[src/hdl/tadc_pkg.sv]
// ----------------------------------------------------------------------------
// tadc_pkg
// Shared widths, register reset values, codes and types for the thermistor
// ADC code to temperature converter.
// ----------------------------------------------------------------------------
package tadc_pkg;

	localparam int ADC_BITS_DEF = 12;
	localparam int RES_W        = 24;   // resistance, unsigned Q8.16
	localparam int COEF_W       = 48;   // coefficients, signed Q16.32
	localparam int TEMP_W       = 16;   // temperature, signed Q8.8
	localparam int STAT_W       = 2;
	localparam int CIDX_W       = 3;
	localparam int NCOEF        = 7;
	localparam int NSTEP        = NCOEF - 1;
	localparam int PROD_W       = 58;   // signed product plus coefficient headroom

	// status codes
	localparam logic [STAT_W-1:0] ST_OK   = 2'd0;
	localparam logic [STAT_W-1:0] ST_ZERO = 2'd1;
	localparam logic [STAT_W-1:0] ST_SAT  = 2'd2;

	// configuration register indexes
	localparam logic [CIDX_W-1:0] REG_FIXED_RES = 3'd0;
	localparam logic [CIDX_W-1:0] REG_COEF_SIX  = 3'd1;
	localparam logic [CIDX_W-1:0] REG_COEF_FIVE = 3'd2;
	localparam logic [CIDX_W-1:0] REG_COEF_FOUR = 3'd3;
	localparam logic [CIDX_W-1:0] REG_COEF_THR  = 3'd4;
	localparam logic [CIDX_W-1:0] REG_COEF_TWO  = 3'd5;
	localparam logic [CIDX_W-1:0] REG_COEF_ONE  = 3'd6;
	localparam logic [CIDX_W-1:0] REG_COEF_ZERO = 3'd7;

	// register reset values
	localparam logic [RES_W-1:0]         FIXED_RES_RST = 24'd786432;
	localparam logic signed [COEF_W-1:0] COEF_SIX_RST  = -48'sd297034;
	localparam logic signed [COEF_W-1:0] COEF_FIVE_RST = 48'sd22263600;
	localparam logic signed [COEF_W-1:0] COEF_FOUR_RST = -48'sd683545816;
	localparam logic signed [COEF_W-1:0] COEF_THR_RST  = 48'sd10941893995;
	localparam logic signed [COEF_W-1:0] COEF_TWO_RST  = -48'sd95259896098;
	localparam logic signed [COEF_W-1:0] COEF_ONE_RST  = 48'sd412040468745;
	localparam logic signed [COEF_W-1:0] COEF_ZERO_RST = -48'sd522856746143;

	localparam logic signed [COEF_W-1:0] ACC_MAX = {1'b0, {(COEF_W-1){1'b1}}};
	localparam logic signed [COEF_W-1:0] ACC_MIN = {1'b1, {(COEF_W-1){1'b0}}};
	localparam logic signed [TEMP_W-1:0] TEMP_MAX = {1'b0, {(TEMP_W-1){1'b1}}};
	localparam logic signed [TEMP_W-1:0] TEMP_MIN = {1'b1, {(TEMP_W-1){1'b0}}};

	// queue fill state seen by the front end
	typedef struct packed {
		logic full;
		logic empty;
	} q_stat_t;

endpackage

[src/hdl/tadc_div.sv]
// ----------------------------------------------------------------------------
// tadc_div
// Pipelined restoring divider, one quotient bit per stage, with saturation
// of the quotient to the resistance width.
// ----------------------------------------------------------------------------
module tadc_div import tadc_pkg::*; #(
	parameter int ADC_BITS = ADC_BITS_DEF,
	localparam int NUM_W = RES_W + ADC_BITS
) (
	input  logic                clk,
	input  logic                arst_n,
	input  logic                in_valid,
	input  logic                in_zero,
	input  logic [ADC_BITS-1:0] in_code,
	input  logic [NUM_W-1:0]    in_num,
	output logic                out_valid,
	output logic                out_zero,
	output logic [RES_W-1:0]    out_res
);

	logic                v_s  [0:NUM_W];
	logic                z_s  [0:NUM_W];
	logic [ADC_BITS-1:0] d_s  [0:NUM_W];
	logic [ADC_BITS-1:0] rm_s [0:NUM_W];
	logic [NUM_W-1:0]    nq_s [0:NUM_W];

	assign v_s[0]  = in_valid;
	assign z_s[0]  = in_zero;
	assign d_s[0]  = in_code;
	assign rm_s[0] = '0;
	assign nq_s[0] = in_num;

	for (genvar i = 0; i < NUM_W; i++) begin : g_stage
		logic [ADC_BITS:0] trial;
		logic [ADC_BITS:0] diff;
		logic              ge;

		// shift in next numerator bit, subtract if it fits
		assign trial = {rm_s[i], nq_s[i][NUM_W-1]};
		assign ge    = (trial >= {1'b0, d_s[i]});
		assign diff  = trial - {1'b0, d_s[i]};

		always_ff @(posedge clk or negedge arst_n) begin
			if (!arst_n) begin
				v_s[i+1] <= 1'b0;
			end else begin
				v_s[i+1] <= v_s[i];
			end
		end

		always_ff @(posedge clk) begin
			z_s[i+1]  <= z_s[i];
			d_s[i+1]  <= d_s[i];
			rm_s[i+1] <= ge ? diff[ADC_BITS-1:0] : trial[ADC_BITS-1:0];
			nq_s[i+1] <= {nq_s[i][NUM_W-2:0], ge};
		end
	end

	// saturate; zero code reads as full scale
	assign out_valid = v_s[NUM_W];
	assign out_zero  = z_s[NUM_W];
	assign out_res   = (z_s[NUM_W] || (nq_s[NUM_W][NUM_W-1:RES_W] != '0))
		? {RES_W{1'b1}} : nq_s[NUM_W][RES_W-1:0];

endmodule

[config.mk]
export PLATFORM = sky130hd
export DESIGN_NAME = tadc_div
export DESIGN_NICKNAME = d
export VERILOG_FILES = /design/src/hdl/tadc_pkg.sv /design/src/hdl/tadc_div.sv
export SDC_FILE = /design/constraint.sdc
export NUM_CORES = 2
export LEC_CHECK = 0
export ABC_AREA = 1
export BUFFER_PORTS_ARGS = -buffer_cell sky130_fd_sc_hd__buf_2
export CAP_MARGIN = 10
export CORE_UTILIZATION = 45
export DETAILED_ROUTE_END_ITERATION = 7
export SYNTH_ARGS = -nofsm -noshare
export SYNTH_HDL_FRONTEND = slang
export SYNTH_SLANG_ARGS = --single-unit
[constraint.sdc]
create_clock -name clk -period 2.66 [get_ports clk]
set_clock_uncertainty 0.2 [all_clocks]
set_input_delay 0.133 -clock clk [delete_from_list [all_inputs] [get_ports clk]]
set_output_delay 0.133 -clock clk [all_outputs]
set_load 0.01 [all_outputs]
==> results.cfg <==
[power]
peakVddDrop_uv = 664
p_per_area_nw_per_um2 = 1210
power.leakage_nw = 45.0

[grt]
grt_pass1_vias = 50735
grt_overflow_total = 0
antenna_found_initial = 0
grt_pass1_wl_mm = 255
grt_max_degree = 37
grt_usage_pct = 17.8

[die]
die-area_um2 = 176000
die_w_um = 419
die_y_um = 419
row_count = 152
pin_count = 78
start_util_pct = 45.5
core_um2 = 172000

[setup_path]
worstRegToRegCells = 8
cp_slowest_cell = dfxtp_1
critical-path-max-stage-delay_ns = 0.38
crit_chain = nor4_1, buf_4, nand3_2, nor2_4, buf_12, buf_16, nand2_2, buf_6
critPathTopFamily = simple AND/OR/NAND/NOR gates
cp-end-kind = primary output
crit_arrival_ns = 2.58
r2r-end = g_stage[29].trial[9]
critPathMaxFanout = 8
timing_worst_setup_path_type = reg -> out
cp.required_ns = 2.33
r2r_slack_ns = 0.19
worst-path-buf-inv = 4
cp-startpoint = nq_s[28]
cp-start-kind = register
r2r-start = d_s[105]

[worst_hold_path]
hold_end = g_stage[1].trial[1]
min_path_cells = 5
min_from = in_num[35]
hp-class = in -> reg

[synthesis]
yosysTopAreaCell = dfxtp_1
synth_area_um2 = 78400
synth_nets = 9169
syn-instance-count = 8661
synth_cell_types = 37
synth_flop_cell = dfxtp_1
ys_seq_area_share_pct = 56.6
ys_warn_count = 0
synth-seq-cells = 2208
synth.avg_cell_area_um2 = 9.05
synth.top_cell.area_share_pct = 55.5
synthTopCellsByArea = dfxtp_1 55%, nand2_1 11%, inv_1 7.6%
async_reset_ff_share_pct = 1.63
synth-edff-count = 0

[clock_network]
clkSinkCount = 2208
cts_tree = built
clkLatencyLatePin_ns = 0.84
cts-root-buf = clkbuf_16
clock_path_buffers = 3
cts_buffers = 213
clk_pin_slew_ns = 0.07
h-tree-depth = 4

[finish]
final_cell_mix = 2236 x nand2_1, 2170 x dfxtp_1, 1581 x inv_1, 452 x nand3_1, 422 x ha_1
syn_to_final_growth_pct = 14.5
final_util_pct = 52.1
final_cells = 11486
mostFrequentLayoutCell = nand2_1
antenna_cells = 0
drive_gt1_share_pct = 8.89
final_nets = 9501

[sta]
min_period_ns = 2.91
worst_slew_pin_slew_ns = 0.659
hold_violations = 0
rsz0062_at_grt = yes
fmax_mhz = 344
period_share_pct = 109
fin_setup_tns_ns = -5.31
finalMaxSlewViolations = 0
setup_violations = 24
maxSlewHeadroom_pct = 55.7
fin_ws_ns = -0.249

[place]
place_ws_ns = 0.118
dp.cells = 10981
dp_hpwl_mm = 116
gp_congestion = 0.874
io_buffers = 77

[route]
drtIter0Drc = 3026
drc = 0
via_count = 52041
first_pass_iters = 5
wl_per_cell_um = 13.4
vias_per_cell = 4.53
wl_mm = 154
ant_nets = 0

[status]
failed_checks = setup timing
outcome = finished, violations left

[job]
max_cap_violations = 0
[power by group]
group	internal (mW)	leakage, nW	switching, mW
combinational	12.1	22.8	21.3
sequential	40.5	18.6	3.24
clock	18.2	3.63	12.9
total	70.8	45.0	37.5
[cell type report]
type	count	area, um2
flip-flops and latches	2208	44400
clock buffers	282	6010
multi-input cells	4794	27300
well taps	2310	2890
repair buffers	194	1690
inverters	1582	5940
fillers	15880	82600
clock inverters	116	1510
[cell families after synthesis]
kind of cell / after synthesis / synth area share (%)
AND/OR/NAND/NOR: 3758 / 21.8
flip-flops: 2208 / 56.6
buffers and inverters: 1659 / 8.66
adder cells (fa/ha/maj): 456 / 7.61
AO/OA/AOI/OAI: 393 / 3.21
XOR/XNOR: 187 / 2.09
[synthesized netlist by cell type, types with 2 or more instances]
master    number
nand3_1      454
nand2_1     2251
nand2_2       66
dfxtp_1     2172
ha_1         422
nor4_1         6
dfrtp_1       36
nand3_2      105
nor3_1        51
nor2_2        43
o21ai_0      156
inv_1       1581
nor3_2        14
buf_6         40
a21oi_4       34
nor2_4        12
xor2_1       151
nor2_1       366
xnor2_1       36
o21ai_1       27
and2_1         2
o21ai_2       44
buf_12        13
buf_4          2
nand3_4       14
fa_1          34
nand4_1      310
a21oi_1      130
nand3b_1      61
buf_2         21
[sequential cells by signal, summed over array words and instances, names as in the netlist]
name           cells
d_s              420
out_zero           1
v_s               35
out_valid          1
g_stage.trial    455
z_s               35
nq_s            1261
[timing repair]
item,4_1_cts,5_1_grt
pin swaps,3,3
endpoints found under the hold margin,98,0
buffers inserted,1,0
gates cloned,1,0
gates resized for setup,37,14
hold buffers,105,0
setup endpoints to repair,24,38
[per-layer routing]
| layer | wire length [um] | GRT usage [%] | vias to the layer above |
|---|---|---|---|
| li1 | - | - | 27600 |
| met1 | 74500 | 24.0 | 23337 |
| met2 | 69700 | 29.2 | 844 |
| met3 | 6100 | 2.73 | 260 |
| met4 | 3860 | 5.57 | 0 |
| met5 | 0 | 0 | - |
[tightest hold or removal path, delay by kind of cell]
family                     cells  cell delay, ns
buffers and inverters          3            0.72
adders and majority gates      1            0.13
AOI/OAI and AO/OA              1            0.09
[how the worst max path moves through the flow]
stage | to | slack [ns] | cells past startpoint
floorplan | g_stage[10].trial[7] | 0.77 | 11
global placement | out_res[10] | -0.44 | 6
detailed placement | out_res[10] | 0.12 | 6
CTS | out_res[10] | -0.45 | 7
global route | out_res[7] | -0.40 | 7
finish | out_res[10] | -0.25 | 8
[through the flow]
stage	hold slack (ns)	total power [mW]	cell area, um2
after floorplan	-0.363	70.5	78400
after global placement	0.0238	77.3	80900
after detailed placement	0.0372	77.6	80900
after CTS	0.00948	109	89700
after global routing	0.0861	117	89800
final	0.0940	108	89800
Power figures use the tool's default switching activity.
