$ cat src/hdl/tadc_pkg.sv
// ----------------------------------------------------------------------------
// tadc_pkg
// Shared widths, register reset values, codes and types for the thermistor
// ADC code to temperature converter.
// ----------------------------------------------------------------------------
package tadc_pkg;

	localparam int ADC_BITS_DEF = 12;
	localparam int RES_W        = 24;   // resistance, unsigned Q8.16
	localparam int COEF_W       = 48;   // coefficients, signed Q16.32
	localparam int TEMP_W       = 16;   // temperature, signed Q8.8
	localparam int STAT_W       = 2;
	localparam int CIDX_W       = 3;
	localparam int NCOEF        = 7;
	localparam int NSTEP        = NCOEF - 1;
	localparam int PROD_W       = 58;   // signed product plus coefficient headroom

	// status codes
	localparam logic [STAT_W-1:0] ST_OK   = 2'd0;
	localparam logic [STAT_W-1:0] ST_ZERO = 2'd1;
	localparam logic [STAT_W-1:0] ST_SAT  = 2'd2;

	// configuration register indexes
	localparam logic [CIDX_W-1:0] REG_FIXED_RES = 3'd0;
	localparam logic [CIDX_W-1:0] REG_COEF_SIX  = 3'd1;
	localparam logic [CIDX_W-1:0] REG_COEF_FIVE = 3'd2;
	localparam logic [CIDX_W-1:0] REG_COEF_FOUR = 3'd3;
	localparam logic [CIDX_W-1:0] REG_COEF_THR  = 3'd4;
	localparam logic [CIDX_W-1:0] REG_COEF_TWO  = 3'd5;
	localparam logic [CIDX_W-1:0] REG_COEF_ONE  = 3'd6;
	localparam logic [CIDX_W-1:0] REG_COEF_ZERO = 3'd7;

	// register reset values
	localparam logic [RES_W-1:0]         FIXED_RES_RST = 24'd786432;
	localparam logic signed [COEF_W-1:0] COEF_SIX_RST  = -48'sd297034;
	localparam logic signed [COEF_W-1:0] COEF_FIVE_RST = 48'sd22263600;
	localparam logic signed [COEF_W-1:0] COEF_FOUR_RST = -48'sd683545816;
	localparam logic signed [COEF_W-1:0] COEF_THR_RST  = 48'sd10941893995;
	localparam logic signed [COEF_W-1:0] COEF_TWO_RST  = -48'sd95259896098;
	localparam logic signed [COEF_W-1:0] COEF_ONE_RST  = 48'sd412040468745;
	localparam logic signed [COEF_W-1:0] COEF_ZERO_RST = -48'sd522856746143;

	localparam logic signed [COEF_W-1:0] ACC_MAX = {1'b0, {(COEF_W-1){1'b1}}};
	localparam logic signed [COEF_W-1:0] ACC_MIN = {1'b1, {(COEF_W-1){1'b0}}};
	localparam logic signed [TEMP_W-1:0] TEMP_MAX = {1'b0, {(TEMP_W-1){1'b1}}};
	localparam logic signed [TEMP_W-1:0] TEMP_MIN = {1'b1, {(TEMP_W-1){1'b0}}};

	// queue fill state seen by the front end
	typedef struct packed {
		logic full;
		logic empty;
	} q_stat_t;

endpackage

$ cat src/hdl/tadc_queue.sv
// ----------------------------------------------------------------------------
// tadc_queue
// Two-entry queue between front end and back end.
// ----------------------------------------------------------------------------
module tadc_queue import tadc_pkg::*; #(
	parameter int WIDTH = 8
) (
	input  logic             clk,
	input  logic             arst_n,
	input  logic             push,
	input  logic [WIDTH-1:0] push_data,
	input  logic             pop,
	output logic [WIDTH-1:0] head,
	output q_stat_t          qstat
);

	logic [WIDTH-1:0] mem_q [0:1];
	logic             wp_q;
	logic             rp_q;
	logic [1:0]       cnt_q;
	logic             do_pop;
	logic             do_push;

	assign qstat.empty = (cnt_q == 2'd0);
	assign qstat.full  = (cnt_q == 2'd2);
	assign do_pop      = pop && !qstat.empty;
	assign do_push     = push && !qstat.full;
	assign head        = mem_q[rp_q];

	// pointers and fill count
	always_ff @(posedge clk or negedge arst_n) begin
		if (!arst_n) begin
			wp_q  <= 1'b0;
			rp_q  <= 1'b0;
			cnt_q <= 2'd0;
		end else begin
			if (do_push) wp_q <= ~wp_q;
			if (do_pop)  rp_q <= ~rp_q;
			cnt_q <= cnt_q + 2'(do_push) - 2'(do_pop);
		end
	end

	// storage
	always_ff @(posedge clk) begin
		if (do_push) begin
			mem_q[wp_q] <= push_data;
		end
	end

endmodule

$ cat config.mk
export PLATFORM = sky130hd
export DESIGN_NAME = tadc_queue
export DESIGN_NICKNAME = d
export VERILOG_FILES = /design/src/hdl/tadc_pkg.sv /design/src/hdl/tadc_queue.sv
export SDC_FILE = /design/constraint.sdc
export NUM_CORES = 1
export LEC_CHECK = 0
export ABC_AREA = 0
export BUFFER_PORTS_ARGS = -buffer_cell sky130_fd_sc_hd__buf_2
export CAP_MARGIN = 20
export CORE_AREA = 2 2 42 44
export DETAILED_ROUTE_END_ITERATION = 16
export DIE_AREA = 0 0 44 46
export GPL_TIMING_DRIVEN = 0
export PLACE_DENSITY = 0.77
export SYNTH_ARGS = -nofsm -noshare
export SYNTH_HDL_FRONTEND = slang
export SYNTH_SLANG_ARGS = --single-unit
$ cat constraint.sdc
create_clock -name clk -period 3.2 [get_ports clk]
set_input_delay 0.32 -clock clk [delete_from_list [all_inputs] [get_ports clk]]
set_output_delay 0.32 -clock clk [all_outputs]
set_load 0.1 [all_outputs]
==> summary.txt, run 1 <==
Finish
  – Diode count: 0
  – Area growth syn-to-layout: 20.97%
  – Fin nets: 84
  – Share of post-route cells with drive strength above 1: 49.28%
  – Final Cell Area: 938.4 sq um

Timing
  – Skew final: 7.773 ps
  – Fin. Hold Viols: 0
  – Final setup fails: 0
  – RSZ-0062 raised after global routing: no
  – Worst-Margin Slew: 618.4 ps
  – Fmax: 547.7 MHz
  – Period utilization: 57.06%
  – Minimum clock period: 1826 ps
  – Final max-slew violation count: 0
  – Setup tns final: 0 ps
  – Worst slew margin: 58.62%

Global routing
  – First-pass GRT wire length: 1.766 mm
  – Initial antenna violation count: 0
  – GRT Total Usage: 13.15%
  – Grt total ovfl: 0
  – Vias in the first global route: 442
  – Largest net degree at the start of global routing: 12

Floorplanning
  – DIE WIDTH: 44 um
  – IO Pins: 22
  – Initial Util: 48.06%
  – Die Y: 46 um
  – Die area: 2024 sq um
  – Core ar.: 1614 sq um
  – Rows: 15

Routing
  – DR WL/cell: 13.27 um
  – DRT iter0 DRCs: 3
  – Via count: 431
  – Drt pass-1 iters: 2
  – Via/cell ratio: 5.012
  – DRC viols: 0
  – Post-Route WL: 1.141 mm
  – Post-route ant nets: 0

Clock tree
  – H-Tree Depth: 1
  – CTS clk-pin slew, worst paths: 110 ps
  – Clock Tree Buf Depth: 2
  – Root buffer cell: clkbuf_4
  – CTS tree: done
  – # clock sinks: 20
  – Num CTS Buffers: 3
  – Worst-skew pair later-pin latency: 300 ps

Synthesis
  – Synth Instances: 43
  – Register area share after synthesis: 74.84%
  – Mapped Area: 775.7 sq um
  – Synth cell types: 13
  – Mean Syn Cell Area: 18.04 sq um
  – Yosys warns: 0
  – Synthesized Nets: 57
  – Post-synthesis register bit count: 20

Run
  – # Max-Cap Violations: 0

Setup path
  – Crit path max fanout: 9
  – Crit-path cells: buf_2 > mux2_2 > buf_2
  – Peak per-stage delay on the critical path: 410 ps
  – Slowest-stage cell, CP: buf_2
  – Crit path kind: reg -> out
  – Critical path capture point type: output port
  – Critical path arrival: 1510 ps
  – Most frequent CP cell: buf_2
  – CP required: 2880 ps
  – Worst Setup Start Kind: flip-flop

Placed design
  – Port Buffers: 21
  – Placer Congestion: 0.6288
  – Placed Area: 902.1 sq um
  – DP HPWL: 842.1 um

Run status
  – Status: completed

Hold path
  – Min-Delay Path Class: in -> reg
-- sequential cells by signal (all words and copies together) (netlist names) --
| signal | cells |
|---|---|
| cnt_q | 2 |
| mem_q | 16 |
| wp_q | 1 |
| rp_q | 1 |
-- worst paths after layout --
check / cells past startpoint / endpoint / from / slack [ps]
max in group asynchronous: 2 / cnt_q[1] / arst_n / 2730
setup / recovery: 3 / head[2] / rp_q / 1370
setup reg to reg: 7 / cnt_q[1] / cnt_q[1] / 1650
hold reg to reg: 1 / wp_q / wp_q / 510
min in group asynchronous: 2 / wp_q / arst_n / 340
hold / removal: 1 / mem_q[1][1] / push_data[1] / 200
-- stage by stage --
step	setup slack (ps)	hold WS, ps	instances	utilization (%)
4_1_cts	1352	196.7	86	58.14
6_report	1374	201.7	86	58.14
5_1_grt	1306	186.7	86	58.14
3_5_place_dp	1644	131.8	81	55.89
3_3_place_gp	1661	129.3	81	55.89
2_1_floorplan	459.5	24.41	43	-
-- metal layers --
layer | GRT usage [%] | routed length, um
met3 | 4.762 | 60
met4 | 9.091 | 27
met5 | 0 | 0
met1 | 13.70 | 432
met2 | 22.06 | 621
-- kinds of logic (layout without fill, tap and decap cells) --
logic type / Yosys count / in the layout / share of synthesized area (%)
flip-flops: 20 / 20 / 74.84
buffers and inverters: 3 / 29 / 1.613
XOR/XNOR: 4 / 4 / 4.517
AND/OR/NAND/NOR: 6 / 6 / 4.195
adder cells (fa/ha/maj): 2 / 2 / 3.225
multiplexers: 8 / 8 / 11.61
-- cell usage in the layout, fill, tap and decap left out, drive strengths merged --
cell type / count
nor2: 2
nand2b: 1
inv: 2
buf: 22
clkbuf: 4
and3: 1
nand2: 1
dfrtp: 4
nor2b: 1
mux2: 8
xor2: 1
xnor2: 3
ha: 2
edfxtp: 16
dlygate4sd3: 1
-- cell usage after synthesis, drive strengths merged --
cell / count / area [sq um]
ha: 2 / 25.02
buf: 1 / 5.000
dfrtp: 4 / 100.1
edfxtp: 16 / 480.5
inv: 2 / 7.510
and3: 1 / 6.260
nor2: 2 / 7.510
xor2: 1 / 8.760
mux2: 8 / 90.09
nand2b: 1 / 6.260
xnor2: 3 / 26.28
nand2: 1 / 3.750
nor2b: 1 / 8.760
-- area by class of cell --
cell class | instances | area [sq um]
inverter | 2 | 7.507
clock buffer | 4 | 26.28
buffer | 1 | 5.005
timing repair buffer | 22 | 115.1
fill | 139 | 675.6
sequential | 20 | 580.6
multi-input combinational | 20 | 182.7
tap | 17 | 21.27
-- worst max-delay path: cells and delay by family, from the launching register on --
kind | cells | cell delay [ps]
buffers and inverters | 2 | 600
DFF | 1 | 370
muxes | 1 | 250
-- timing repair --
action,in CTS,in global routing
endpoints found under the hold margin,4,0
resized for setup,0,0
hold buffers,1,0
setup buffers,0,0
Power of run 1 is not shown: default switching activity piles up to over one toggle a cycle in this logic, so the estimate is an artifact.
==> inputs of run 2 (changes only) <==
--- a/config.mk
+++ b/config.mk
@@ -8,11 +8,11 @@
 export ABC_AREA = 0
 export BUFFER_PORTS_ARGS = -buffer_cell sky130_fd_sc_hd__buf_2
 export CAP_MARGIN = 20
-export CORE_AREA = 2 2 42 44
+export CORE_AREA = 2 2 45 47
 export DETAILED_ROUTE_END_ITERATION = 16
-export DIE_AREA = 0 0 44 46
+export DIE_AREA = 0 0 47 49
 export GPL_TIMING_DRIVEN = 0
-export PLACE_DENSITY = 0.77
+export PLACE_DENSITY = 0.71
 export SYNTH_ARGS = -nofsm -noshare
 export SYNTH_HDL_FRONTEND = slang
 export SYNTH_SLANG_ARGS = --single-unit
==> constraint.sdc (replaced) <==
create_clock -name clk -period 1.65 [get_ports clk]
set_input_delay 0.165 -clock clk [delete_from_list [all_inputs] [get_ports clk]]
set_output_delay 0.165 -clock clk [all_outputs]
set_load 0.1 [all_outputs]
==> run 2 against run 1 <==
Die area is 14% higher; sequential share of layout area fell by 5.4 points; global-route usage down 2.7 points; routed wire length fell by 2.5%; register-to-register slack got worse by 1600 ps; critical path type unchanged; final cell count increased by 12%; critical path depth unchanged; hold slack worse by 160 ps; highest routed layer is now met3; via count increased by 0.46%.
==> summary.txt, run 2 (synthesis gave the netlist of run 1 again) <==
Run status
  – Status: completed

Timing
  – Worst slew margin: 67.88% (+9.3 points)
  – Period utilization: 95.22%
  – Worst-Margin Slew: 485.1 ps (-133.3 ps)
  – Minimum clock period: 1571 ps
  – Final setup fails: 0 (unchanged)
  – Fin. Hold Viols: 0 (unchanged)
  – Final max-slew violation count: 0 (unchanged)
  – Skew final: 9.499 ps (+1.727 ps)
  – Fmax: 636.5 MHz

Clock tree
  – CTS tree: done
  – H-Tree Depth: 1 (unchanged)
  – Num CTS Buffers: 3 (unchanged)
  – # clock sinks: 20 (unchanged)
  – Clock Tree Buf Depth: 2 (unchanged)
  – CTS clk-pin slew, worst paths: 120 ps (about the same)
  – Root buffer cell: clkbuf_4
  – Post-CTS setup repair buffer count: 0 (unchanged)
  – Worst-skew pair later-pin latency: 300 ps (about the same)

Routing
  – DRT iter0 DRCs: 11 (+8)
  – Via count: 433 (+0.46%)
  – Max layer used: met3
  – DRT met1 WL: 471 um (+9.0%)
  – DR WL/cell: 11.59 um (-13%)
  – Via/cell ratio: 4.510 (-10%)
  – DRC viols: 0 (unchanged)
  – Routed wl met2: 559 um (-10%)
  – Post-route ant nets: 0 (unchanged)
  – Post-Route WL: 1.113 mm (-2.5%)
  – WL met3: 83 um (+38%)
  – Drt pass-1 iters: 2 (unchanged)

Setup path
  – FF-to-FF End: cnt_q[1]
  – Peak per-stage delay on the critical path: 360 ps (-50 ps)
  – Most frequent CP cell: buf_4
  – Crit path max fanout: 9 (unchanged)
  – Crit-path cells: buf_4 > mux2_2 > buf_4
  – CP required: 1480 ps (-1400 ps)
  – R2R Path Start: cnt_q[1]
  – Critical path capture point type: output port
  – R2R Setup Slk: 80 ps (-1570 ps)
  – Worst Setup Start Kind: flip-flop
  – CP startpoint: rp_q
  – R2R cell count: 7 (unchanged)
  – Crit path kind: reg -> out
  – Critical path arrival: 1410 ps (-100 ps)
  – Slowest-stage cell, CP: mux2_2

Floorplanning
  – Die Y: 49 um (+6.5%)
  – Rows: 16 (+1)
  – Die area: 2303 sq um (+14%)
  – Core ar.: 1842 sq um (+14%)
  – IO Pins: 22 (unchanged)
  – DIE WIDTH: 47 um (+6.8%)
  – Initial Util: 42.12% (-5.9 points)

Global routing
  – Largest net degree at the start of global routing: 13 (+1)
  – First-pass GRT wire length: 1.642 mm (-7.0%)
  – Grt total ovfl: 0 (unchanged)
  – Vias in the first global route: 408 (-7.7%)
  – GRT Total Usage: 10.43% (-2.7 points)
  – Initial antenna violation count: 0 (unchanged)

Finish
  – Filler Cell Count: 173 (+24%)
  – Non-Filler Instances: 96 (+12%)
  – Fin util: 55.77% (-2.4 points)
  – Largest Register: mem_q
  – Most common cell after layout, fill and taps aside: edfxtp_1
  – Most frequent cells in the layout: 16 x edfxtp_1, 13 x buf_2, 9 x buf_4, 8 x mux2_2, 4 x dfrtp_1
  – Diode count: 0 (unchanged)
  – Share of post-route cells with drive strength above 1: 57.97% (+8.7 points)
  – Area growth syn-to-layout: 32.42%
  – Largest regs: mem_q: 16 flops, cnt_q: 2 flops
  – Fin nets: 84 (unchanged)
  – Max reg flops: 16 (unchanged)

Hold path
  – Min-Delay Path Class: in -> reg
  – Hold Crit Endpoint: mem_q[1][6]
  – Hold_sp: push_data[6]
  – Worst hold path cell count: 1 (unchanged)

Placed design
  – DP HPWL: 813.4 um (-3.4%)
  – Port Buffers: 21 (unchanged)
  – Placer Congestion: 0.6475 (+3.0%)
  – Placed Cells: 91 (+12%)

Run
  – # Max-Cap Violations: 0 (unchanged)
==> run 2: cell type report <==
cell class                 count  area [sq um]  share of cell area [%]
inverter                       2         7.507                  0.7308
tap                           27         33.78                   3.289
multi-input combinational     20         210.2                   20.46
buffer                         1         7.507                  0.7308
timing repair buffer          22         135.1                   13.15
sequential                    20         580.6                   56.52
clock inverter                 1         30.03                   2.923
clock buffer                   3         22.52                   2.192
==> run 2: how the worst max path moves through the flow <==
stage                              to
final                         head[5]
after global routing         cnt_q[1]
after CTS                 mem_q[0][7]
after detailed placement  mem_q[0][6]
after global placement    mem_q[0][6]
after floorplan              cnt_q[1]
==> run 2: through the flow <==
stage / setup slack, ps / cell area (sq um) / TNS, ps / hold WS, ps
2_1_floorplan: -237.7 / 785.8 / -324.2 / -130.6
3_3_place_gp: 47.96 / 924.6 / 0 / -23.49
3_5_place_dp: 23.00 / 924.6 / 0 / -23.19
4_1_cts: 0.6876 / 1010 / 0 / 37.96
5_1_grt: -4.460 / 1027 / -4.460 / 33.17
6_report: 78.85 / 1027 / 0 / 44.56
==> run 2: worst max-delay path, delay by kind of cell, from the launching register on <==
| family | cells | cell delay (ps) |
|---|---|---|
| flip-flops | 1 | 340 |
| buffers and inverters | 2 | 410 |
| multiplexers | 1 | 360 |
==> run 2: layer usage <==
metal	vias to the layer above	global-route usage [%]
li1	208	-
met1	209	11.41
met2	16	17.12
met3	0	4.444
met4	0	4.167
met5	-	0
==> run 2: timing repair <==
item / in CTS / in global routing
hold endpoints to repair: 4 / 0
cloned: 0 / 0
endpoints found under the setup margin: 8 / 9
hold buffers: 1 / 0
resized for setup: 9 / 3
Power of run 2 is left out for the same reason.
