[src/hdl/tadc_pkg.sv]
// ----------------------------------------------------------------------------
// tadc_pkg
// Shared widths, register reset values, codes and types for the thermistor
// ADC code to temperature converter.
// ----------------------------------------------------------------------------
package tadc_pkg;

	localparam int ADC_BITS_DEF = 12;
	localparam int RES_W        = 24;   // resistance, unsigned Q8.16
	localparam int COEF_W       = 48;   // coefficients, signed Q16.32
	localparam int TEMP_W       = 16;   // temperature, signed Q8.8
	localparam int STAT_W       = 2;
	localparam int CIDX_W       = 3;
	localparam int NCOEF        = 7;
	localparam int NSTEP        = NCOEF - 1;
	localparam int PROD_W       = 58;   // signed product plus coefficient headroom

	// status codes
	localparam logic [STAT_W-1:0] ST_OK   = 2'd0;
	localparam logic [STAT_W-1:0] ST_ZERO = 2'd1;
	localparam logic [STAT_W-1:0] ST_SAT  = 2'd2;

	// configuration register indexes
	localparam logic [CIDX_W-1:0] REG_FIXED_RES = 3'd0;
	localparam logic [CIDX_W-1:0] REG_COEF_SIX  = 3'd1;
	localparam logic [CIDX_W-1:0] REG_COEF_FIVE = 3'd2;
	localparam logic [CIDX_W-1:0] REG_COEF_FOUR = 3'd3;
	localparam logic [CIDX_W-1:0] REG_COEF_THR  = 3'd4;
	localparam logic [CIDX_W-1:0] REG_COEF_TWO  = 3'd5;
	localparam logic [CIDX_W-1:0] REG_COEF_ONE  = 3'd6;
	localparam logic [CIDX_W-1:0] REG_COEF_ZERO = 3'd7;

	// register reset values
	localparam logic [RES_W-1:0]         FIXED_RES_RST = 24'd786432;
	localparam logic signed [COEF_W-1:0] COEF_SIX_RST  = -48'sd297034;
	localparam logic signed [COEF_W-1:0] COEF_FIVE_RST = 48'sd22263600;
	localparam logic signed [COEF_W-1:0] COEF_FOUR_RST = -48'sd683545816;
	localparam logic signed [COEF_W-1:0] COEF_THR_RST  = 48'sd10941893995;
	localparam logic signed [COEF_W-1:0] COEF_TWO_RST  = -48'sd95259896098;
	localparam logic signed [COEF_W-1:0] COEF_ONE_RST  = 48'sd412040468745;
	localparam logic signed [COEF_W-1:0] COEF_ZERO_RST = -48'sd522856746143;

	localparam logic signed [COEF_W-1:0] ACC_MAX = {1'b0, {(COEF_W-1){1'b1}}};
	localparam logic signed [COEF_W-1:0] ACC_MIN = {1'b1, {(COEF_W-1){1'b0}}};
	localparam logic signed [TEMP_W-1:0] TEMP_MAX = {1'b0, {(TEMP_W-1){1'b1}}};
	localparam logic signed [TEMP_W-1:0] TEMP_MIN = {1'b1, {(TEMP_W-1){1'b0}}};

	// queue fill state seen by the front end
	typedef struct packed {
		logic full;
		logic empty;
	} q_stat_t;

endpackage

[src/hdl/tadc_front.sv]
// ----------------------------------------------------------------------------
// tadc_front
// Accepts ADC codes, flags the zero code and forms the divider numerator
// fixed_resistance * (full scale - code).
// ----------------------------------------------------------------------------
module tadc_front import tadc_pkg::*; #(
	parameter int ADC_BITS = ADC_BITS_DEF,
	localparam int NUM_W = RES_W + ADC_BITS,
	localparam int ENT_W = 1 + ADC_BITS + NUM_W
) (
	input  logic                clk,
	input  logic                arst_n,
	input  logic                start,
	input  logic [ADC_BITS-1:0] adc_code,
	input  logic [RES_W-1:0]    fixed_res,
	input  q_stat_t             qstat,
	output logic                busy,
	output logic                push,
	output logic [ENT_W-1:0]    push_data
);

	logic                v_s1;
	logic                zero_s1;
	logic [ADC_BITS-1:0] code_s1;
	logic [NUM_W-1:0]    num_s1;
	logic                accept;
	logic [ADC_BITS-1:0] diff;

	assign busy   = qstat.full;
	assign accept = start && !busy;
	assign diff   = {ADC_BITS{1'b1}} - adc_code;

	// request valid
	always_ff @(posedge clk or negedge arst_n) begin
		if (!arst_n) begin
			v_s1 <= 1'b0;
		end else begin
			v_s1 <= accept;
		end
	end

	// classify and multiply
	always_ff @(posedge clk) begin
		if (accept) begin
			zero_s1 <= (adc_code == '0);
			code_s1 <= adc_code;
			num_s1  <= NUM_W'(fixed_res) * NUM_W'(diff);
		end
	end

	assign push      = v_s1;
	assign push_data = {zero_s1, code_s1, num_s1};

endmodule

[config.mk]
export PLATFORM = sky130hd
export DESIGN_NAME = tadc_front
export DESIGN_NICKNAME = d
export VERILOG_FILES = /design/src/hdl/tadc_pkg.sv /design/src/hdl/tadc_front.sv
export SDC_FILE = /design/constraint.sdc
export NUM_CORES = 1
export LEC_CHECK = 0
export BUFFER_PORTS_ARGS = -buffer_cell sky130_fd_sc_hd__buf_2
export CORE_ASPECT_RATIO = 1.75
export CORE_UTILIZATION = 45
export CTS_CLUSTER_DIAMETER = 30
export CTS_CLUSTER_SIZE = 14
export DETAILED_ROUTE_END_ITERATION = 16
export GPL_TIMING_DRIVEN = 0
export SETUP_SLACK_MARGIN = 0.3
export SYNTH_ARGS = -nofsm -noshare
export SYNTH_HDL_FRONTEND = slang
export SYNTH_SLANG_ARGS = --single-unit
[constraint.sdc]
create_clock -name clk -period 0.8 [get_ports clk]
set_input_delay 0 -clock clk [delete_from_list [all_inputs] [get_ports clk]]
set_output_delay 0 -clock clk [all_outputs]
set_load 0.1 [all_outputs]
==> impl_summary.log, run 1 <==
[metrics] vias after detailed routing: approximately 8.4k
[metrics] max-capacitance violation count: 0
[metrics] clock transition at the registers of the reported paths: around 70 ps
[metrics] kind of end point of the critical path: flip-flop
[metrics] Synthesis Warnings: 0
[metrics] total routing usage reported by global routing: approximately 30%
[metrics] number of detailed-routing iterations run before antenna repair: 4
[metrics] number of design-rule violations left by the first detailed-router iteration: roughly 280
[metrics] critical path data required time: between 800 and 900 ps
[metrics] Die Area: about 25000 um2
[metrics] Clock Path Buffers: 2
[metrics] Detailed Place HPWL: 26100 um
[metrics] Root Driver: sky130_fd_sc_hd__clkbuf_16
[metrics] crit share post-route: 615%
[metrics] routed wire length on met3: ~960 um
[metrics] Worst Setup Start Kind: input pin
[metrics] Placement Rows: 75
[metrics] count of pins on the block boundary: a little over 90
[metrics] die width: 120 um
[metrics] most instantiated flip-flop cell in the synthesis netlist: sky130_fd_sc_hd__edfxtp_1
[metrics] type of the setup path with the least slack: input pin to flip-flop
[metrics] detailed-route wire length per cell: 21.5 um
[metrics] Netlist Area Pre-Place: about 11000 um2
[metrics] count of hold-fix buffers inserted at cts: 1
[metrics] grt total ovfl: 0
[metrics] number of antenna violations at the first check in global routing: 1
[metrics] global-route wire length before repair: between 50000 and 60000 um
[metrics] Via density: 5.25
[metrics] violated checks: negative hold slack, negative setup slack
[metrics] Vert. Die Dim: ~210 um
[metrics] final-report setup violation count: 86
[metrics] clock period minus final worst setup slack: 4920 ps
[metrics] largest net degree at the start of global routing: 16
[metrics] highest clock rate: a little over 200 MHz
[metrics] mean instance size in the synthesized netlist: around 9.8 um2
[metrics] wl on met1: roughly 11000 um
[metrics] Final #Nets: about 1.6k
[metrics] outcome: finished, violations left
[metrics] setup slack of the critical path after layout: -4120 ps
[metrics] arrival time of data at the critical path endpoint: around 5000 ps
[metrics] Synth Net Count: between 1k and 1.5k
[metrics] placer congestion estimate: 0.863
[metrics] number of global-route vias before repair: 9637
[metrics] Post-synth EDFFs: 49
[metrics] Mapped Cells: between 1k and 1.5k
[metrics] number of synthesized register bits: 50
[metrics] Filler cells: 1994
[metrics] Initial Utilization: 45.8%
[metrics] number of remaining DRC errors: 0
[metrics] CTS H-Tree Depth: 2
[metrics] max-slew violation total from the final report: 0
[metrics] area growth from synthesis to final layout: 35.0%
[metrics] clock tree from TritonCTS: done
[metrics] Slew headroom: between 70% and 80%
[metrics] post-route antenna net violation count: 0
[metrics] top layer reached by signal wires: met4
[metrics] total met2 wirelength after detailed routing: approximately 19000 um
[metrics] fraction of layout instances using a drive strength above 1: a little under a third
[metrics] Port Buffer Count: 90
[metrics] clock buffers created by TritonCTS: 5
[metrics] Final Routed Wirelength: 34400 um
[metrics] worst hold path class: input pin to flip-flop
[metrics] number of clock sinks: 50
[metrics] distinct cell type count of the synthesized netlist: 50
[metrics] top fanout value on the critical path: 4
[metrics] worst hold slack: -62.0 ps
[metrics] unrepaired setup endpoints after global routing: true
[metrics] sequential cell area fraction in the yosys report: 13.6%
[metrics] actual slew at the worst max-slew pin: approximately 330 ps
[metrics] Hold Violations, Final: 5
[metrics] ys async rst share: about 2%
[metrics] area of the core: between 20000 and 25000 um2
==> area by class of cell <==
type | count | area [um2] | area share, %
antenna | 1 | 2.50 | 0.0169
buffer | 52 | 776 | 5.24
clock buffer | 6 | 129 | 0.870
clock inverter | 2 | 37.5 | 0.254
inverter | 255 | 957 | 6.46
multi-input combinational | 763 | 9350 | 63.1
sequential | 50 | 1500 | 10.1
tap | 308 | 385 | 2.60
timing repair buffer | 161 | 1670 | 11.3
==> layer usage <==
layer  up-vias  track usage (%)
met5         -                0
met1      4321             28.4
met3       126             2.47
met2       248             56.8
li1       3690                -
met4         0             21.1
==> state kept, by name (all words and copies together) (netlist names) <==
register,count
code_s1,12
push,1
num_s1,36
zero_s1,1
==> final timing paths <==
kind / from / endpoint / slack (ps) / cells past startpoint
worst min-delay path: adc_code[5] / code_s1[5] / -60 / 1
max in group asynchronous: arst_n / push / 700 / 2
min in group asynchronous: arst_n / push / 0 / 2
worst max-delay path: adc_code[6] / num_s1[24] / -4120 / 22
==> cell usage in the layout, fill, tap and decap left out, drive strengths merged, types with 2 or more instances in the layout <==
cell type | Yosys | routed
nand2 | 14 | 14
fa | 220 | 220
nor3 | 7 | 7
and3 | 5 | 5
a21oi | 26 | 26
nand2b | 204 | 204
a21bo | 2 | 2
a31o | 2 | 2
and2b | 2 | 2
inv | 255 | 255
a311oi | 3 | 3
clkbuf | 49 | 54
xnor2 | 22 | 22
o21a | 4 | 4
a311o | 2 | 2
a21o | 13 | 13
a2111oi | 2 | 2
o21bai | 5 | 5
a31oi | 4 | 4
o211ai | 2 | 2
xor2 | 8 | 8
nor2 | 14 | 14
o21ai | 14 | 14
buf | 3 | 164
ha | 74 | 74
nor4 | 3 | 3
nor2b | 90 | 93
nand3 | 7 | 7
edfxtp | 49 | 49
==> worst max-delay path: stages <==
cell and delay, ps:
sky130_fd_sc_hd__buf_12 120, sky130_fd_sc_hd__clkbuf_16 150, sky130_fd_sc_hd__buf_6 110, sky130_fd_sc_hd__nand2b_4 130, sky130_fd_sc_hd__fa_2 520, sky130_fd_sc_hd__inv_2 40
sky130_fd_sc_hd__fa_2 550, sky130_fd_sc_hd__fa_2 470, sky130_fd_sc_hd__fa_1 530, sky130_fd_sc_hd__inv_1 60, sky130_fd_sc_hd__fa_1 500, sky130_fd_sc_hd__inv_2 50
sky130_fd_sc_hd__ha_4 260, sky130_fd_sc_hd__and2_4 160, sky130_fd_sc_hd__buf_4 120, sky130_fd_sc_hd__nand2_4 40, sky130_fd_sc_hd__or3_4 380, sky130_fd_sc_hd__o211ai_1 310
sky130_fd_sc_hd__buf_4 180, sky130_fd_sc_hd__buf_6 100, sky130_fd_sc_hd__a31oi_4 70, sky130_fd_sc_hd__xnor2_1 130
==> timing repair <==
action / in CTS / in global routing
buffers inserted: 54 / 12
cloned: 6 / 1
endpoints found under the hold margin: 7 / 7
gates resized for setup: 325 / 69
pin swaps: 59 / 54
setup endpoints to repair: 137 / 107
==> Yosys cell counts, types with 2 or more instances <==
master | instances | area (um2)
sky130_fd_sc_hd__o21ai_0 | 13 | 65.1
sky130_fd_sc_hd__edfxtp_1 | 49 | 1470
sky130_fd_sc_hd__o21bai_1 | 5 | 37.5
sky130_fd_sc_hd__xnor2_1 | 22 | 193
sky130_fd_sc_hd__fa_1 | 220 | 4400
sky130_fd_sc_hd__and3_1 | 4 | 25.0
sky130_fd_sc_hd__nor2b_1 | 90 | 563
sky130_fd_sc_hd__a2111oi_2 | 2 | 30.0
sky130_fd_sc_hd__buf_4 | 2 | 15.0
sky130_fd_sc_hd__inv_1 | 255 | 957
sky130_fd_sc_hd__o21a_1 | 4 | 30.0
sky130_fd_sc_hd__nor3_1 | 6 | 30.0
sky130_fd_sc_hd__clkbuf_1 | 49 | 184
sky130_fd_sc_hd__nand2b_1 | 204 | 1280
sky130_fd_sc_hd__a21oi_1 | 25 | 125
sky130_fd_sc_hd__nand3_1 | 7 | 35.0
sky130_fd_sc_hd__ha_1 | 74 | 926
sky130_fd_sc_hd__nor4_1 | 3 | 18.8
sky130_fd_sc_hd__o211ai_1 | 2 | 15.0
sky130_fd_sc_hd__nor2_1 | 14 | 52.6
sky130_fd_sc_hd__a21o_1 | 13 | 97.6
sky130_fd_sc_hd__a311oi_1 | 2 | 17.5
sky130_fd_sc_hd__a311o_1 | 2 | 20.0
sky130_fd_sc_hd__a31oi_1 | 4 | 25.0
sky130_fd_sc_hd__nand2_1 | 14 | 52.6
sky130_fd_sc_hd__xor2_1 | 8 | 70.1
==> metrics by stage <==
step / setup slack, ps / TNS (ps) / utilization [%] / std cells / area, um2
after floorplan: -4020 / -132600 / - / 1117 / 11600
after global placement: -5040 / -177550 / 51.9 / 1515 / 12400
after detailed placement: -5090 / -179940 / 51.9 / 1515 / 12400
after CTS: -4250 / -119260 / 60.4 / 1584 / 14500
after global routing: -4310 / -123160 / 61.9 / 1598 / 14800
final: -4120 / -118200 / 61.9 / 1598 / 14800
==> kinds of logic (layout without fill, tap and decap cells) <==
| logic type | after synthesis | after routing | share of synthesized area [%] |
|---|---|---|---|
| AO/OA/AOI/OAI | 86 | 86 | 5.48 |
| XOR/XNOR | 30 | 30 | 2.40 |
| adder cells (fa/ha/maj) | 294 | 294 | 48.6 |
| buffers and inverters | 307 | 476 | 10.6 |
| flip-flops | 50 | 50 | 13.6 |
| other | 0 | 1 | 0 |
| AND/OR/NAND/NOR | 350 | 353 | 19.3 |
Power of run 1 is not shown: default switching activity piles up to over one toggle a cycle in this logic, so the estimate is an artifact.
==> inputs of run 2 (changes only) <==
- CTS_BUF_LIST: not set -> sky130_fd_sc_hd__clkbuf_16
==> impl_summary.log, run 2 (synthesis results as in run 1) <==
[metrics] largest net degree at the start of global routing: 16 (unchanged)
[metrics] area of the core: 23900 um2 (unchanged)
[metrics] detailed-route wire length per cell: 21.5 um (about the same)
[metrics] Hold Violations, Final: 5 (unchanged)
[metrics] number of remaining DRC errors: 0 (unchanged)
[metrics] vias after detailed routing: 8385 (unchanged)
[metrics] actual slew at the worst max-slew pin: 326 ps (unchanged)
[metrics] Worst Setup Start Kind: input pin (unchanged)
[metrics] clock transition at the registers of the reported paths: 70 ps (about the same)
[metrics] max-slew violation total from the final report: 0 (unchanged)
[metrics] worst hold slack: -62.0 ps (unchanged)
[metrics] flip-flop count of the largest register after layout: 36 (unchanged)
[metrics] critical path data required time: 850 ps (about the same)
[metrics] Clock Path Buffers: 2 (unchanged)
[metrics] worst hold path class: input pin to flip-flop (unchanged)
[metrics] max-capacitance violation count: 0 (unchanged)
[metrics] number of detailed-routing iterations run before antenna repair: 4 (unchanged)
[metrics] Initial Utilization: 45.8% (unchanged)
[metrics] number of antenna violations at the first check in global routing: 1 (unchanged)
[metrics] violated checks: negative hold slack, negative setup slack (unchanged)
[metrics] setup slack of the critical path after layout: -4120 ps (unchanged)
[metrics] worst setup slack after placement: -5090 ps (unchanged)
[metrics] highest clock rate: 203 MHz (unchanged)
[metrics] die width: 120 um (unchanged)
[metrics] unrepaired setup endpoints after global routing: true (unchanged)
[metrics] standard cell area after detailed placement: 12400 um2 (unchanged)
[metrics] final-report setup violation count: 86 (unchanged)
[metrics] number of design-rule violations left by the first detailed-router iteration: 283 (unchanged)
[metrics] largest reg by FF count: num_s1 (unchanged)
[metrics] placer congestion estimate: 0.863 (unchanged)
[metrics] total met2 wirelength after detailed routing: 19100 um (unchanged)
[metrics] arrival time of data at the critical path endpoint: 4970 ps (about the same)
[metrics] Via density: 5.25 (unchanged)
[metrics] Vert. Die Dim: 208 um (unchanged)
[metrics] Final Routed Wirelength: 34400 um (about the same)
[metrics] Root Driver: sky130_fd_sc_hd__clkbuf_16 (unchanged)
[metrics] area growth from synthesis to final layout: 35.0% (unchanged)
[metrics] largest registers: num_s1 x36, code_s1 x12 (unchanged)
[metrics] Die Area: 25000 um2 (unchanged)
[metrics] global-route wire length before repair: 53100 um (unchanged)
[metrics] top fanout value on the critical path: 4 (unchanged)
[metrics] kind of end point of the critical path: flip-flop (unchanged)
[metrics] total routing usage reported by global routing: 29.4% (unchanged)
[metrics] post-route antenna net violation count: 0 (unchanged)
[metrics] number of clock sinks: 50 (unchanged)
[metrics] clock period minus final worst setup slack: 4920 ps (unchanged)
[metrics] Final #Nets: 1623 (unchanged)
[metrics] clock buffers created by TritonCTS: 5 (unchanged)
[metrics] fraction of layout instances using a drive strength above 1: 30.8% (unchanged)
[metrics] crit share post-route: 615% (unchanged)
[metrics] count of pins on the block boundary: 92 (unchanged)
[metrics] summed area of non-filler cells in the final layout: 14800 um2 (unchanged)
[metrics] top layer reached by signal wires: met4 (unchanged)
[metrics] number of global-route vias before repair: 9637 (unchanged)
[metrics] routed wire length on met3: 964 um (unchanged)
[metrics] count of hold-fix buffers inserted at cts: 1 (unchanged)
[metrics] clock tree from TritonCTS: done (unchanged)
[metrics] outcome: finished, violations left (unchanged)
[metrics] Placement Rows: 75 (unchanged)
[metrics] Slew headroom: 78.2% (unchanged)
[metrics] Port Buffer Count: 90 (unchanged)
[metrics] wl on met1: 11200 um (unchanged)
[metrics] grt total ovfl: 0 (unchanged)
[metrics] CTS H-Tree Depth: 2 (unchanged)
[metrics] Detailed Place HPWL: 26100 um (unchanged)
[metrics] leading cell types in the layout, fill and taps excluded: sky130_fd_sc_hd__inv_1, sky130_fd_sc_hd__fa_1, sky130_fd_sc_hd__nand2b_1 (unchanged)
[metrics] commonest non-fill, non-tap cell in the layout: sky130_fd_sc_hd__inv_1 (unchanged)
[metrics] type of the setup path with the least slack: input pin to flip-flop (unchanged)
==> run 2: area by class of cell <==
cell class,count,area (um2)
multi-input cells,763,9350
fillers,1994,9120
repair buffers,161,1670
flip-flops and latches,50,1500
inverters,255,957
plain buffers,52,776
well taps,308,385
clock buffers,5,125
clock inverters,3,41.3
diodes,1,2.50
==> run 2: through the flow <==
step	setup TNS [ps]	utilization [%]	instances
finish	-118200	61.9	1598
global route	-123170	61.9	1598
CTS	-119250	60.4	1584
detailed placement	-179940	51.9	1515
global placement	-177550	51.9	1515
floorplan	-132600	-	1117
==> run 2: metal layers <==
layer,global-route usage [%],vias up
met5,0,-
met4,21.1,0
met3,2.47,126
met2,56.8,248
met1,28.4,4321
li1,-,3690
==> run 2: path summary, 6_finish.rpt <==
check / start / to / slack (ps) / cells past startpoint
hold / removal: adc_code[5] / code_s1[5] / -60 / 1
max in group asynchronous: arst_n / push / 700 / 2
min in group asynchronous: arst_n / push / 0 / 2
setup / recovery: adc_code[6] / num_s1[24] / -4120 / 22
==> run 2: critical path, cell delays in order <==
cell and delay, ps:
sky130_fd_sc_hd__buf_12 120, sky130_fd_sc_hd__clkbuf_16 150, sky130_fd_sc_hd__buf_6 110, sky130_fd_sc_hd__nand2b_4 130, sky130_fd_sc_hd__fa_2 520, sky130_fd_sc_hd__inv_2 40
sky130_fd_sc_hd__fa_2 550, sky130_fd_sc_hd__fa_2 470, sky130_fd_sc_hd__fa_1 530, sky130_fd_sc_hd__inv_1 60, sky130_fd_sc_hd__fa_1 500, sky130_fd_sc_hd__inv_2 50
sky130_fd_sc_hd__ha_4 260, sky130_fd_sc_hd__and2_4 160, sky130_fd_sc_hd__buf_4 120, sky130_fd_sc_hd__nand2_4 40, sky130_fd_sc_hd__or3_4 380, sky130_fd_sc_hd__o211ai_1 310
sky130_fd_sc_hd__buf_4 180, sky130_fd_sc_hd__buf_6 100, sky130_fd_sc_hd__a31oi_4 70, sky130_fd_sc_hd__xnor2_1 130
==> run 2: what timing repair did <==
item / 4_1_cts / 5_1_grt
endpoints found under the hold margin: 7 / 7
setup endpoints to repair: 137 / 107
cloned: 6 / 1
pin swaps: 59 / 54
gates resized for setup: 325 / 69
buffers inserted: 54 / 12
Power of run 2 is left out for the same reason.
